$ cat config.mk
export PLATFORM = sky130hd
export DESIGN_NAME = hrhp_parse
export DESIGN_NICKNAME = d
export VERILOG_FILES = /design/src/rtl/hrhp_pkg.sv /design/src/rtl/hrhp_len.sv /design/src/rtl/hrhp_parse.sv
export VERILOG_INCLUDE_DIRS = /design/src /design/src/rtl
export SDC_FILE = /design/constraint.sdc
export NUM_CORES = 1
export LEC_CHECK = 0
export ABC_AREA = 1
export ABC_CLOCK_PERIOD_IN_PS = 19000
export BUFFER_PORTS_ARGS = -buffer_cell sky130_fd_sc_hd__buf_2
export CAP_MARGIN = 5
export CORE_ASPECT_RATIO = 0.7
export CORE_UTILIZATION = 66
export CTS_BUF_LIST = sky130_fd_sc_hd__clkbuf_2 sky130_fd_sc_hd__clkbuf_4 sky130_fd_sc_hd__clkbuf_8
export DETAILED_ROUTE_END_ITERATION = 12
export GPL_ROUTABILITY_DRIVEN = 0
export PLACE_DENSITY = 0.87
export SLEW_MARGIN = 0
export SYNTH_ARGS = -nofsm -noshare
export SYNTH_HDL_FRONTEND = slang
export SYNTH_SLANG_ARGS = --single-unit
$ cat constraint.sdc
create_clock -name clk -period 19 [get_ports clk]
set_input_delay 3.8 -clock clk [delete_from_list [all_inputs] [get_ports clk]]
set_output_delay 3.8 -clock clk [all_outputs]
set_load 0.03 [all_outputs]
$ cat src/rtl/http_request_header_parser_assert.svh
// assertion macros included by the parse state module
`ifndef HTTP_REQUEST_HEADER_PARSER_ASSERT_SVH
`define HTTP_REQUEST_HEADER_PARSER_ASSERT_SVH

// same-cycle implication, checked outside reset
`define HRHP_ASSERT_NOW(lbl, ante, cons, msg) \
	lbl: assert property (@(posedge clk) disable iff (!arst_n) (ante) |-> (cons)) \
		else $error(msg);

// next-cycle implication, checked outside reset
`define HRHP_ASSERT_NEXT(lbl, ante, cons, msg) \
	lbl: assert property (@(posedge clk) disable iff (!arst_n) (ante) |=> (cons)) \
		else $error(msg);

`endif

$ cat src/rtl/hrhp_pkg.sv
// shared types, keyword tables and helper functions of the request header parser
package hrhp_pkg;

	localparam int LEN_W = 32;

	localparam logic [7:0] CH_CR    = 8'h0D;
	localparam logic [7:0] CH_LF    = 8'h0A;
	localparam logic [7:0] CH_SP    = 8'h20;
	localparam logic [7:0] CH_TAB   = 8'h09;
	localparam logic [7:0] CH_SLASH = 8'h2F;

	typedef enum logic [1:0] {
		ST_INCOMPLETE = 2'd0,
		ST_COMPLETE   = 2'd1,
		ST_BAD        = 2'd2
	} status_t;

	typedef enum logic [1:0] {
		SEC_REQ  = 2'd0,
		SEC_HDR  = 2'd1,
		SEC_BODY = 2'd2
	} sec_t;

	typedef enum logic [12:0] {
		F_RL_METHOD   = 13'h0001,
		F_RL_SEP1     = 13'h0002,
		F_RL_PREFIX   = 13'h0004,
		F_RL_SEEK     = 13'h0008,
		F_RL_PATH     = 13'h0010,
		F_RL_SEP2     = 13'h0020,
		F_RL_VERSION  = 13'h0040,
		F_H_NAME      = 13'h0080,
		F_H_CONN_SKIP = 13'h0100,
		F_H_CONN_VAL  = 13'h0200,
		F_H_LEN_SKIP  = 13'h0400,
		F_H_LEN_DIGIT = 13'h0800,
		F_H_OTHER     = 13'h1000
	} fld_t;

	typedef enum logic [2:0] {
		KW_GET   = 3'd0,
		KW_POST  = 3'd1,
		KW_HTTP  = 3'd2,
		KW_HTTPS = 3'd3,
		KW_VER   = 3'd4,
		KW_CONN  = 3'd5,
		KW_CLEN  = 3'd6,
		KW_KA    = 3'd7
	} kw_t;

	localparam logic [7:0] KS_GET [3] = '{"g", "e", "t"};
	localparam logic [7:0] KS_POST [4] = '{"p", "o", "s", "t"};
	localparam logic [7:0] KS_HTTP [7] = '{"h", "t", "t", "p", ":", "/", "/"};
	localparam logic [7:0] KS_HTTPS [8] = '{"h", "t", "t", "p", "s", ":", "/", "/"};
	localparam logic [7:0] KS_VER [8] = '{"h", "t", "t", "p", "/", "1", ".", "1"};
	localparam logic [7:0] KS_CONN [11] =
		'{"c", "o", "n", "n", "e", "c", "t", "i", "o", "n", ":"};
	localparam logic [7:0] KS_CLEN [15] =
		'{"c", "o", "n", "t", "e", "n", "t", "-", "l", "e", "n", "g", "t", "h", ":"};
	localparam logic [7:0] KS_KA [10] = '{"k", "e", "e", "p", "-", "a", "l", "i", "v", "e"};

	typedef struct packed {
		sec_t             sec;
		fld_t             fld;
		logic [4:0]       pos;
		logic [1:0]       cand;
		logic             cr;
		logic             empty;
		logic             meth;
		logic             linger;
		logic [LEN_W-1:0] len;
		logic [LEN_W-1:0] bcnt;
		status_t          outcome;
	} pstate_t;

	localparam pstate_t RESET_ST = '{
		sec:     SEC_REQ,
		fld:     F_RL_METHOD,
		pos:     5'd0,
		cand:    2'b11,
		cr:      1'b0,
		empty:   1'b1,
		meth:    1'b0,
		linger:  1'b0,
		len:     '0,
		bcnt:    '0,
		outcome: ST_INCOMPLETE
	};

	typedef struct packed {
		status_t          status;
		logic             method;
		logic             persist;
		logic [LEN_W-1:0] body_len;
		logic [7:0]       path_byte;
		logic             path_valid;
		logic             body_valid;
		sec_t             section;
	} res_t;

	function automatic logic [7:0] fold(logic [7:0] c);
		return (c >= "A" && c <= "Z") ? c + 8'd32 : c;
	endfunction

	function automatic logic [4:0] adv(logic [4:0] p);
		return (p == 5'd31) ? p : p + 5'd1;
	endfunction

	function automatic logic kw_hit(kw_t kw, logic [4:0] pos, logic [7:0] c);
		logic [7:0] f;
		logic       h;
		f = fold(c);
		h = 1'b0;
		unique case (kw)
			KW_GET:   h = (pos < 5'd3) && (f == KS_GET[pos[1:0]]);
			KW_POST:  h = (pos < 5'd4) && (f == KS_POST[pos[1:0]]);
			KW_HTTP:  h = (pos < 5'd7) && (f == KS_HTTP[pos[2:0]]);
			KW_HTTPS: h = (pos < 5'd8) && (f == KS_HTTPS[pos[2:0]]);
			KW_VER:   h = (pos < 5'd8) && (f == KS_VER[pos[2:0]]);
			KW_CONN:  h = (pos < 5'd11) && (f == KS_CONN[pos[3:0]]);
			KW_CLEN:  h = (pos < 5'd15) && (f == KS_CLEN[pos[3:0]]);
			KW_KA:    h = (pos < 5'd10) && (f == KS_KA[pos[3:0]]);
		endcase
		return h;
	endfunction

endpackage

$ cat src/rtl/hrhp_len.sv
// length arithmetic: saturating decimal digit accumulate and body byte count
module hrhp_len import hrhp_pkg::*; (
	input  logic [LEN_W-1:0] len,
	input  logic [3:0]       digit,
	input  logic [LEN_W-1:0] bcnt,
	output logic [LEN_W-1:0] len_next,
	output logic [LEN_W-1:0] bcnt_next,
	output logic             body_done
);

	logic [LEN_W+3:0] acc;

	// len * 10 + digit, saturating at the top of the range
	assign acc = {1'b0, len, 3'b000} + {3'b000, len, 1'b0} + {{LEN_W{1'b0}}, digit};
	assign len_next = (|acc[LEN_W+3:LEN_W]) ? {LEN_W{1'b1}} : acc[LEN_W-1:0];

	assign bcnt_next = bcnt + {{(LEN_W-1){1'b0}}, 1'b1};
	assign body_done = (bcnt_next >= len);

endmodule

$ cat src/rtl/hrhp_parse.sv
// parse state registers and the combinational next-state step for one byte
module hrhp_parse import hrhp_pkg::*; (
	input  logic       clk,
	input  logic       arst_n,
	input  logic       step_en,
	input  logic [7:0] data_byte,
	input  logic       first_byte,
	output res_t       res
);

	`include "http_request_header_parser_assert.svh"

	pstate_t          state_q;
	pstate_t          cur;
	pstate_t          nx;
	logic             sp;
	logic             dig;
	logic             pv;
	logic             bv;
	logic [4:0]       pos_adv;
	logic             m_c0, m_c1;
	logic             n_c0, n_c1;
	logic [1:0]       pre_c;
	logic [4:0]       pre_p;
	logic [4:0]       pre_np;
	logic             pre_c0, pre_c1;
	logic [4:0]       ver_p;
	logic             ver_c0, ver_c1;
	logic [4:0]       ka_p;
	logic             ka_c0, ka_c1;
	logic [LEN_W-1:0] len_mac;
	logic [LEN_W-1:0] bcnt_inc;
	logic             body_done;

	assign cur = first_byte ? RESET_ST : state_q;

	hrhp_len u_len (
		.len       (cur.len),
		.digit     (data_byte[3:0]),
		.bcnt      (cur.bcnt),
		.len_next  (len_mac),
		.bcnt_next (bcnt_inc),
		.body_done (body_done)
	);

	always_comb begin
		sp      = (data_byte == CH_SP) || (data_byte == CH_TAB);
		dig     = (data_byte >= "0") && (data_byte <= "9");
		pos_adv = adv(cur.pos);

		m_c0 = cur.cand[0] & kw_hit(KW_GET, cur.pos, data_byte);
		m_c1 = cur.cand[1] & kw_hit(KW_POST, cur.pos, data_byte);
		n_c0 = cur.cand[0] & kw_hit(KW_CONN, cur.pos, data_byte);
		n_c1 = cur.cand[1] & kw_hit(KW_CLEN, cur.pos, data_byte);

		// host prefix restarts its match on the first non-blank byte after the method
		pre_c  = (cur.fld == F_RL_SEP1) ? 2'b11 : cur.cand;
		pre_p  = (cur.fld == F_RL_SEP1) ? 5'd0 : cur.pos;
		pre_c0 = pre_c[0] & kw_hit(KW_HTTP, pre_p, data_byte);
		pre_c1 = pre_c[1] & kw_hit(KW_HTTPS, pre_p, data_byte);
		pre_np = adv(pre_p);

		ver_p  = (cur.fld == F_RL_SEP2) ? 5'd0 : cur.pos;
		ver_c0 = ((cur.fld == F_RL_SEP2) ? 1'b1 : cur.cand[0])
			& kw_hit(KW_VER, ver_p, data_byte);
		ver_c1 = (cur.fld == F_RL_SEP2) ? 1'b0 : cur.cand[1];

		ka_p  = (cur.fld == F_H_CONN_SKIP) ? 5'd0 : cur.pos;
		ka_c0 = ((cur.fld == F_H_CONN_SKIP) ? 1'b1 : cur.cand[0])
			& kw_hit(KW_KA, ka_p, data_byte);
		ka_c1 = (cur.fld == F_H_CONN_SKIP) ? 1'b0 : cur.cand[1];
	end

	always_comb begin
		nx = cur;
		pv = 1'b0;
		bv = 1'b0;
		if (cur.outcome == ST_INCOMPLETE) begin
			if (cur.sec == SEC_BODY) begin
				bv      = 1'b1;
				nx.bcnt = bcnt_inc;
				if (body_done) begin
					nx.outcome = ST_COMPLETE;
				end
			end else if (cur.cr) begin
				if (data_byte == CH_LF) begin
					// end of line
					if (cur.sec == SEC_REQ) begin
						nx.sec = SEC_HDR;
					end else if (cur.empty) begin
						if (cur.len != '0) begin
							nx.sec  = SEC_BODY;
							nx.bcnt = '0;
						end else begin
							nx.outcome = ST_COMPLETE;
						end
					end else if (cur.fld == F_H_CONN_VAL && cur.cand[0] && cur.pos == 5'd10) begin
						nx.linger = 1'b1;
					end
					nx.fld   = F_H_NAME;
					nx.cand  = 2'b11;
					nx.pos   = 5'd0;
					nx.empty = 1'b1;
					nx.cr    = 1'b0;
				end else begin
					nx.outcome = ST_BAD;
				end
			end else if (data_byte == CH_CR) begin
				if (cur.sec == SEC_REQ &&
					!(cur.fld == F_RL_VERSION && cur.cand[0] && cur.pos == 5'd8)) begin
					nx.outcome = ST_BAD;
				end else begin
					nx.cr = 1'b1;
				end
			end else if (data_byte == CH_LF) begin
				nx.outcome = ST_BAD;
			end else begin
				nx.empty = 1'b0;
				if (cur.sec == SEC_REQ) begin
					unique case (cur.fld) inside
						F_RL_METHOD: begin
							if (sp) begin
								if (cur.cand[0] && cur.pos == 5'd3) begin
									nx.meth = 1'b0;
								end else if (cur.cand[1] && cur.pos == 5'd4) begin
									nx.meth = 1'b1;
								end else begin
									nx.outcome = ST_BAD;
								end
								nx.fld = F_RL_SEP1;
							end else begin
								nx.cand = {m_c1, m_c0};
								nx.pos  = pos_adv;
								if (!m_c0 && !m_c1) begin
									nx.outcome = ST_BAD;
								end
							end
						end
						F_RL_SEP1, F_RL_PREFIX: begin
							if (sp) begin
								if (cur.fld == F_RL_PREFIX) begin
									nx.outcome = ST_BAD;
								end
							end else if (cur.fld == F_RL_SEP1 && data_byte == CH_SLASH) begin
								nx.fld = F_RL_PATH;
								pv     = 1'b1;
							end else begin
								nx.fld  = F_RL_PREFIX;
								nx.cand = {pre_c1, pre_c0};
								nx.pos  = pre_np;
								if ((pre_c0 && pre_np == 5'd7) || (pre_c1 && pre_np == 5'd8)) begin
									nx.fld = F_RL_SEEK;
								end else if (!pre_c0 && !pre_c1) begin
									nx.outcome = ST_BAD;
								end
							end
						end
						F_RL_SEEK: begin
							if (sp) begin
								nx.outcome = ST_BAD;
							end else if (data_byte == CH_SLASH) begin
								nx.fld = F_RL_PATH;
								pv     = 1'b1;
							end
						end
						F_RL_PATH: begin
							if (sp) begin
								nx.fld = F_RL_SEP2;
							end else begin
								pv = 1'b1;
							end
						end
						F_RL_SEP2, F_RL_VERSION: begin
							if (!(sp && cur.fld == F_RL_SEP2)) begin
								nx.fld  = F_RL_VERSION;
								nx.cand = {ver_c1, ver_c0};
								nx.pos  = adv(ver_p);
								if (!ver_c0 && !ver_c1) begin
									nx.outcome = ST_BAD;
								end
							end
						end
						default: begin
							nx.outcome = ST_BAD;
						end
					endcase
				end else begin
					unique case (cur.fld) inside
						F_H_NAME: begin
							nx.cand = {n_c1, n_c0};
							nx.pos  = pos_adv;
							if (n_c0 && pos_adv == 5'd11) begin
								nx.fld = F_H_CONN_SKIP;
							end else if (n_c1 && pos_adv == 5'd15) begin
								nx.fld = F_H_LEN_SKIP;
								nx.len = '0;
							end else if (!n_c0 && !n_c1) begin
								nx.fld = F_H_OTHER;
							end
						end
						F_H_CONN_SKIP, F_H_CONN_VAL: begin
							if (!(sp && cur.fld == F_H_CONN_SKIP)) begin
								nx.fld  = F_H_CONN_VAL;
								nx.cand = {ka_c1, ka_c0};
								nx.pos  = adv(ka_p);
							end
						end
						F_H_LEN_SKIP, F_H_LEN_DIGIT: begin
							if (dig) begin
								nx.fld = F_H_LEN_DIGIT;
								nx.len = len_mac;
							end else if (!(sp && cur.fld == F_H_LEN_SKIP)) begin
								nx.fld = F_H_OTHER;
							end
						end
						default: begin
							nx.fld = F_H_OTHER;
						end
					endcase
				end
			end
		end
	end

	always_comb begin
		res.status     = nx.outcome;
		res.method     = nx.meth;
		res.persist    = nx.linger;
		res.body_len   = nx.len;
		res.path_byte  = pv ? data_byte : 8'd0;
		res.path_valid = pv;
		res.body_valid = bv;
		res.section    = nx.sec;
	end

	always_ff @(posedge clk or negedge arst_n) begin
		if (!arst_n) begin
			state_q <= RESET_ST;
		end else if (step_en) begin
			state_q <= nx;
		end
	end

	`HRHP_ASSERT_NEXT(a_outcome_sticky, step_en && !first_byte && state_q.outcome != ST_INCOMPLETE, $stable(state_q), "finished request changed state without a new start")
	`HRHP_ASSERT_NEXT(a_path_in_req_line, step_en && res.path_valid, state_q.sec == SEC_REQ && state_q.outcome == ST_INCOMPLETE, "path byte outside an open request line")
	`HRHP_ASSERT_NOW(a_body_count_bound, state_q.sec == SEC_BODY, state_q.bcnt < state_q.len || state_q.outcome == ST_COMPLETE, "body count ran past the content length")

endmodule

==> results.py <==
metrics = {
    "outcome": {
        "status": "complete, no violations",
    },
    "timing": {
        "hold_viol": 0,
        "max_slew_margin": 0.214,
        "finalSetupTns_ns": 0,
        "rsz0062_at_grt": "no",
        "fin_skew_ns": 0.0264,
        "timing.final.crit_share": 0.696,
        "setup_violations": 0,
        "fmaxAchievable_mhz": 75.6,
        "slew_viol_final": 0,
        "period_minus_slack_ns": 13.22,
        "worstMarginPinSlew_ns": 1.17,
    },
    "routing": {
        "drt_iter0_drc": 3261,
        "drtPass1Iterations": 11,
        "wire_per_inst_um": 18.7,
        "vias": 16300,
        "routed_wl_mm": 48.0,
        "postRouteAntennaNets": 0,
        "route.detailed.drc": 0,
        "viasPerCell": 6.35,
    },
    "die": {
        "rows": 44,
        "fp.dieH_um": 124,
        "core_um2": 20700,
        "ios": 60,
        "start_util": 0.673,
        "die_w_um": 176,
        "dieArea_um2": 21700,
    },
    "power_and_ir_drop": {
        "p_total_uw": 774,
        "leakage_uw": 0.00786,
        "vdd_ir_drop_max_v": 0.0000695,
        "powerDensity_nw_per_um2": 54.6,
    },
    "global_routing": {
        "grt_use_total": 0.439,
        "antenna_found_initial": 0,
        "grt-ovfl-total": 0,
        "grt_pass1_vias": 13900,
        "grt_max_degree": 67,
        "grt_pass1_wl_mm": 74.4,
    },
    "yosys": {
        "synth_edf_count": 0,
        "synth_fa_ha_area_frac": 0.104,
        "yosys-top-cells-area": "nand2_1 (17%), dfrtp_1 (16%), ha_1 (10%)",
        "syn_inst": 2325,
        "synth_top_area_share": 0.170,
        "netlist_area_um2": 13900,
        "seq_area_frac_synth": 0.166,
        "synth_compound_area_frac": 0.188,
        "synth-simple-area-share": 0.362,
        "synth_top_family_by_area": "simple AND/OR/NAND/NOR gates",
        "synth_xor_area_frac": 0.0409,
        "ys_seq_elements": 92,
        "avgSynthCellArea_um2": 5.99,
        "synth_nets": 2452,
        "ys_async_sr_fraction": 1.00,
        "yosysWarnings": 0,
        "synth.distinct_cells": 67,
        "synth.largest_area_cell": "nand2_1",
        "ys.flop_type": "dfrtp_1",
        "synth.mux.area_fraction": 0.000808,
    },
    "flow_run": {
        "cap_violations": 0,
    },
    "worst_setup_path": {
        "startpoint_type": "primary input",
        "critPathKind": "in2out",
        "critPathArrivalTime_ns": 9.42,
        "rrSetupSlack_ns": 14.02,
        "critPathMaxFanout": 58,
        "cp-end-kind": "output port",
        "crit_required_ns": 15.20,
    },
    "cells_and_area": {
        "diodes": 0,
        "fillers": 1907,
        "largest_reg_flops": 92,
        "syn2layout_area_growth_pct": 1.66,
        "drive_gt1_frac": 0.0796,
        "regMostFlops": "state_q",
        "fin_util": 0.684,
        "top_regs": "state_q x92",
        "num-nets-final": 2420,
    },
    "clock_network": {
        "cts_made_buffers": 9,
        "cts-htree-levels": 3,
        "cts_tree": "yes",
        "cts_hold_repair.buffers": 0,
        "clk_pin_slew_ns": 0.12,
        "cts.path.max_buffers": 2,
        "cts.sinks": 92,
        "post_cts_buffers": 0,
        "cts-root-buf": "clkbuf_8",
        "post_cts_resized": 0,
        "clk_latency_ns": 0.43,
    },
    "placed_design": {
        "place_hpwl_mm": 36.4,
        "io_buffers": 59,
    },
    "hold_path": {
        "min_path_type": "reg2reg",
    },
}
-- critical path: stages --
cell and delay (ns):
buf_2 0.10, buf_4 0.30, inv_4 0.62, nand2_1 0.37
inv_1 0.20, ha_1 0.25, ha_1 0.38, a21oi_1 0.17
inv_1 0.08, a31oi_1 0.25, nor2_1 0.08, nor2_1 0.12
inv_1 0.06, a21oi_1 0.16, nand2_1 0.08, nand2_1 0.09
nand2_1 0.05, o21ai_1 0.69, nand3_1 0.73, o21ai_0 0.40
nand2_1 0.09, nand2_1 0.09, inv_1 0.04, buf_2 0.16
-- per-stage QoR --
step                      setup WS [ns]  cell area, µm²  std cells  hold WS, ns
after floorplan                    7.43           13900       2325        0.449
after global placement             6.33           14000       2558        0.463
after detailed placement           6.14           14000       2558        0.465
after CTS                          6.11           14200       2574        0.494
after global routing               5.48           14200       2574        0.517
final                              5.78           14200       2574        0.495
-- synthesized netlist by cell type (all sizes together), types with 2 or more instances --
library cell	n
nor3	31
o21bai	6
ha	113
nor4	8
nand3b	7
a211oi	5
inv	319
clkinv	9
nor2	263
a21oi	164
a31oi	24
o32ai	3
a21boi	7
o211ai	26
dfrtp	88
o21ai	160
a21o	12
nand2	653
dfstp	4
a32oi	3
a221oi	2
xor2	49
o22ai	18
o31ai	5
o221ai	8
fa	2
clkbuf	34
o2111ai	4
a22oi	5
buf	80
xnor2	16
nand4	51
nand3	129
or2	7
-- cells in the final DEF (no fill, tap or decap), drive strengths merged, types with 11 or more instances in the layout --
master  count
nand2     653
buf        71
xnor2      16
a21o       12
a31oi      24
dfrtp      88
nand4      51
nor2      263
xor2       49
nor3       31
a21oi     164
inv       323
o21ai     160
ha        113
nand3     129
o22ai      18
clkinv     11
o211ai     26
-- layout make-up --
| class | count | area, µm² | area share |
|---|---|---|---|
| Multi-Input combinational cell | 1791 | 9690 | 0.684 |
| Clock buffer | 9 | 124 | 0.00875 |
| Sequential cell | 92 | 2310 | 0.163 |
| Tap cell | 276 | 345 | 0.0244 |
| Clock inverter | 7 | 68.8 | 0.00486 |
| Timing Repair Buffer | 71 | 390 | 0.0276 |
| Inverter | 328 | 1230 | 0.0871 |
-- report_power, final --
part	internal, µW	switching (µW)
registers	220	25.3
clock network	51.3	91.8
logic	112	274
total	383	391
-- path summary, 6_finish.rpt --
| path | startpoint | endpoint | cells past startpoint |
|---|---|---|---|
| max in group asynchronous | arst_n | state_q[42]$_DFFE_PN0P_ | 2 |
| worst max register to register | state_q[2]$_DFFE_PN0P_ | state_q[0]$_DFFE_PN0P_ | 24 |
| worst min register to register | state_q[64]$_DFFE_PN0P_ | state_q[64]$_DFFE_PN0P_ | 2 |
| min in group asynchronous | arst_n | state_q[11]$_DFFE_PN0P_ | 1 |
| worst max-delay path | first_byte | res[15] | 24 |
| worst min-delay path | state_q[64]$_DFFE_PN0P_ | state_q[64]$_DFFE_PN0P_ | 2 |
-- routing by layer --
metal / share of wire / vias to the layer above / global-route usage / wire length (µm)
met2: 0.36 / 1363 / 0.560 / 17400
met5: 0.0021 / - / 0.0417 / 103
li1: - / 7524 / - / -
met1: 0.41 / 7265 / 0.639 / 19900
met3: 0.19 / 188 / 0.191 / 9270
met4: 0.028 / 4 / 0.129 / 1320
-- kinds of logic after synthesis --
logic type / Yosys count
compound gates: 457
buf+inv: 442
mux: 1
simple gates: 1153
xor+xnor: 65
flops: 92
fa+ha+maj: 115
No activity file was read; power rests on OpenSTA's default activity.
